**config.mk**
```make
export PLATFORM = sky130hd
export DESIGN_NAME = msched_tagop
export DESIGN_NICKNAME = d
export VERILOG_FILES = /design/src/hw/rtl/msched_pkg.sv /design/src/hw/rtl/msched_tagop.sv
export SDC_FILE = /design/constraint.sdc
export NUM_CORES = 1
export LEC_CHECK = 0
export BUFFER_PORTS_ARGS = -buffer_cell sky130_fd_sc_hd__buf_2
export CAP_MARGIN = 40
export CORE_MARGIN = 2
export CORE_UTILIZATION = 50
export DETAILED_ROUTE_END_ITERATION = 7
export GPL_ROUTABILITY_DRIVEN = 0
export PLACE_DENSITY = 0.86
export SLEW_MARGIN = 10
export SYNTH_ARGS = -nofsm -noshare
export SYNTH_HDL_FRONTEND = slang
export SYNTH_SLANG_ARGS = --single-unit
```
**constraint.sdc**
```tcl
create_clock -name vclk -period 8.05
set_input_delay 0.805 -clock vclk [all_inputs]
set_output_delay 0.805 -clock vclk [all_outputs]
set_load 0.01 [all_outputs]
```
**src/hw/rtl/msched_pkg.sv**
```systemverilog
package msched_pkg;

   localparam int TAG_W             = 48;
   localparam int NOW_W             = 40;
   localparam int RATE_W            = 16;
   localparam int STEP_W            = 20;
   localparam int CREDIT_W          = 16;
   localparam int ID_W              = 16;
   localparam int TEN_W             = 3;
   localparam int CNT_W             = 16;
   localparam int PROD_W            = STEP_W + RATE_W;
   localparam int RATE_FRAC         = 12;
   localparam int MAX_ROWS          = 8;
   localparam int TENANTS_DEF       = 8;
   localparam int PENDING_DEPTH_DEF = 16;

   localparam logic [TAG_W-1:0] TAG_MAX      = {TAG_W{1'b1}};
   localparam logic [TAG_W-1:0] ONE_MS       = TAG_W'(256);
   localparam logic [TAG_W-1:0] REBASE_LIMIT = TAG_W'(2);
   localparam logic [CNT_W-1:0] CNT_MAX      = {CNT_W{1'b1}};

   localparam logic [STEP_W-1:0]   RES_STEP_RST = STEP_W'(25600);
   localparam logic [STEP_W-1:0]   LIM_STEP_RST = STEP_W'(12800);
   localparam logic [CREDIT_W-1:0] CREDIT_RST   = CREDIT_W'(3);

   // command codes
   localparam logic [1:0] CMD_ARRIVE   = 2'd0;
   localparam logic [1:0] CMD_DISPATCH = 2'd1;
   localparam logic [1:0] CMD_RATES    = 2'd2;
   localparam logic [1:0] CMD_REPORT   = 2'd3;

   // result kinds
   localparam logic [2:0] KIND_ACCEPT = 3'd0;
   localparam logic [2:0] KIND_REJECT = 3'd1;
   localparam logic [2:0] KIND_DISP   = 3'd2;
   localparam logic [2:0] KIND_NONE   = 3'd3;
   localparam logic [2:0] KIND_RATES  = 3'd4;
   localparam logic [2:0] KIND_REPORT = 3'd5;

   // register indexes
   localparam logic [1:0] CSR_RES_STEP = 2'd0;
   localparam logic [1:0] CSR_LIM_STEP = 2'd1;
   localparam logic [1:0] CSR_CREDIT   = 2'd2;

   typedef enum logic [3:0] {
      ST_IDLE,
      ST_AR_CHK,
      ST_AR_RES,
      ST_AR_LIM,
      ST_RB_MIN,
      ST_RB_SUB,
      ST_AR_SHR,
      ST_DS_SCAN,
      ST_DS_PICK,
      ST_DS_CRED,
      ST_DS_DONE,
      ST_RATE,
      ST_REPORT
   } state_type;

   typedef struct packed {
      logic [TAG_W-1:0] sum_max;
      logic [TAG_W-1:0] diff_floor;
      logic             a_lt_b;
   } tagop_res_type;

   typedef struct packed {
      logic [2:0]       kind;
      logic [ID_W-1:0]  request_id;
      logic [TEN_W-1:0] tenant;
      logic             method;
      logic [CNT_W-1:0] reserve_count;
      logic [CNT_W-1:0] weight_count;
      logic             last;
   } rsp_type;

endpackage

```
**src/hw/rtl/msched_tagop.sv**
```systemverilog
module msched_tagop (
   input  logic [msched_pkg::TAG_W-1:0] op_a,
   input  logic [msched_pkg::TAG_W-1:0] op_b,
   input  logic [msched_pkg::TAG_W-1:0] op_c,
   output msched_pkg::tagop_res_type    res
);
   import msched_pkg::*;

   logic [TAG_W:0]   sum;
   logic [TAG_W-1:0] sat;

   // saturating add, then floor at op_c
   assign sum = {1'b0, op_a} + {1'b0, op_b};
   assign sat = sum[TAG_W] ? TAG_MAX : sum[TAG_W-1:0];
   assign res.sum_max = (sat > op_c) ? sat : op_c;

   // subtract floored at zero, and compare
   assign res.diff_floor = (op_a > op_b) ? (op_a - op_b) : '0;
   assign res.a_lt_b     = (op_a < op_b);

endmodule

```
==> reports/results.tsv <==
stage	metric	value	unit
drt	wire_per_inst	16.6	microns
cts	cts_setup_buffers	0	
floorplan	dieArea	0.0171	sq mm
drt	viasPerCell	6.01	
layout	seq_area	0	sq um
sta	max_freq	135	MHz
pwr	p_total	1.04	mW
sta	fin_setup_tns	0	ns
synth	ys_top_cells_by_area	ha_1 22%, a21oi_1 9.1%, xnor2_1 8.4%	
layout	syn_to_final_growth	15.9	%
synth	synth_area	0.00804	sq mm
floorplan	die_w	131	microns
global_routing	overflow	0	
min_path	min_path_cells	3	
sta	max_slew_margin	0.526	
synth	synth_area_leader_cell	ha_1	
layout	drive_gt1_frac	0.193	
setup_path	max_stage_delay	0.50	ns
setup_path	start_kind	input port	
drt	ant_nets	0	
place	io_buffer_count	241	
cts	cts_resized	0	
flow_run	maxCapViolations	0	
synth	yosysMostFrequentCell	nor2_1	
global_routing	antenna_found_initial	2	
global_routing	grt.met3_usage	0.0354	
synth	synth_nets	1552	
global_routing	grt_pass1_vias	8794	
setup_path	crit_path_end_kind	output port	
floorplan	io-pin-count	241	
layout	nClkBuffers	0	
sta	rsz0062_at_grt	no	
drt	drc_errors	0	
global_routing	grt_use_total	0.304	
min_path	min_path_type	input port to output port	
synth	synth.distinct_cells	77	
cts	postCtsHoldBufs	0	
drt	wl	27700	microns
drt	dr.pass1.iters	6	
synth	ys_warn_count	0	
synth	synthCells	1262	
global_routing	grt_max_degree	63	
setup_path	cp_data_arrival_time	6.59	ns
global_routing	grtUsageMet1	0.421	
sta	min_period	7.40	ns
setup_path	worstPathMaxFanout	22	
setup_path	worstPathCellList	buf_2 > inv_1 > ha_1 > inv_2 > a2111oi_4 > a21oi_2 > a221o_1 > a21oi_2 > a211o_1 > a21oi_1 > a41oi_4 > buf_4 > or3b_1 > ha_1 > nand4_1 > nor4_1 > nand3_1 > or4_1 > o21a_2 > and2_1 > a21oi_1 > buf_2	
sta	drv_slew	0	
place	dpl.hpwl	23400	microns
setup_path	worstSetupPathType	input port to output port	
synth	ys_seq_area_frac	0	
setup_path	worst_path_max_delay_cell	or4_1	
setup_path	crit_required	7.24	ns
drt	drt_iter0_markers	968	
floorplan	start_util	0.510	
floorplan	rows	46	
drt	vias	9990	
run_status	status	completed	
min_path	worstHoldStart	op_c[42]	
layout	fill_cells	1581	
floorplan	core_region_area	0.0158	sq mm
pwr	ir_drop	0.0680	mV
global_routing	top_usage_layer	met2	
global_routing	met2_usage	0.481	
sta	hold_viol_final	0	
pwr	p_leak	4.75	nW
min_path	holdPathEnd	res[91]	
sta	fin_crit_sh	0.919	
layout	seq_cells	0	
global_routing	grt_pass1_wl	42800	microns
pwr	powerDensity	112	mW/mm^2
synth	netlist_top_cells_count	167 x nor2_1, 149 x inv_1, 146 x a21oi_1	
layout	fin_nets	1736	
synth	syn_avg_cell_area	6.37	sq um
synth	synth_top_area_share	0.224	
floorplan	fp.dieH	131	microns
sta	tightest_slew	0.704	ns
sta	setup_viol	0	
-- cell usage in the layout (no fill, tap or decap), types with 6 or more instances in the layout --
cell type	count
buf_2	241
nor2_1	167
inv_1	149
a21oi_1	146
ha_1	144
nand2_1	87
xnor2_1	77
o21ai_0	59
a31oi_1	41
a21o_1	34
o21bai_1	30
nor3_1	25
nand3_1	18
nand4_1	16
nor2b_1	14
nor4_1	14
o31ai_1	14
o21a_1	14
or3_1	10
nand2b_1	9
o211ai_1	8
and2_1	8
or2_2	6
a221oi_1	6
a211oi_1	6
xor2_1	6
-- per-stage QoR --
stage	setup slack (ns)	cell area, sq um	instances	hold WS, ns	util
final	0.650	9320	1661	1.95	0.591
after global routing	0.378	9320	1661	1.97	0.591
after CTS	0.784	9310	1660	1.95	0.591
after detailed placement	0.792	9310	1660	1.94	0.591
after global placement	0.909	9290	1659	1.94	0.589
after floorplan	1.77	8040	1262	1.75	-
-- logic make-up (layout without fill, tap and decap cells) --
logic type      count (synthesis)  in the layout  share of synthesized area
compound gates                415            415                      0.337
other cells                     0              1                          0
xor+xnor                       83             83                     0.0905
mux                             5              5                    0.00732
simple gates                  395            395                      0.229
buf+inv                       218            400                      0.107
fa+ha+maj                     146            146                      0.229
-- layout make-up --
| cell class | count | area (sq um) | share of cell area |
|---|---|---|---|
| Multi-Input combinational cell | 1044 | 7180 | 0.771 |
| Timing Repair Buffer | 246 | 1280 | 0.138 |
| Inverter | 154 | 578 | 0.0620 |
| Tap cell | 216 | 270 | 0.0290 |
| Antenna cell | 1 | 2.50 | 0.000269 |
-- metal layers --
layer  share of wire  routed length [microns]  vias to the layer above
li1                -                        -                     4802
met1            0.42                    11600                     4471
met2            0.43                    12000                      613
met3           0.099                     2740                      102
met4           0.049                     1350                        2
met5         0.00047                       13                        -
-- report_power, final --
part	total (mW)	internal [mW]	switching, mW
Combinational	1.04	0.409	0.635
Sequential	0	0	0
Clock	0.0000000166	0.0000000166	0
Total	1.04	0.409	0.635
-- critical path: cells and delay by family --
kind | cells | cell delay (ns)
buffers and inverters | 5 | 0.71
and+or+nand+nor | 6 | 1.95
AOI/OAI and AO/OA | 9 | 2.33
adders and majority gates | 2 | 0.80
-- worst max path at each step --
stage	from	to	slack, ns	depth (start not counted)
after floorplan	op_b[5]	res[90]	1.77	26
after global placement	op_a[17]	res[96]	0.91	24
after detailed placement	op_b[5]	res[81]	0.79	22
after CTS	op_b[5]	res[81]	0.78	22
after global routing	op_b[5]	res[75]	0.38	22
final	op_b[5]	res[96]	0.65	22
No activity file was read; power rests on OpenSTA's default activity.
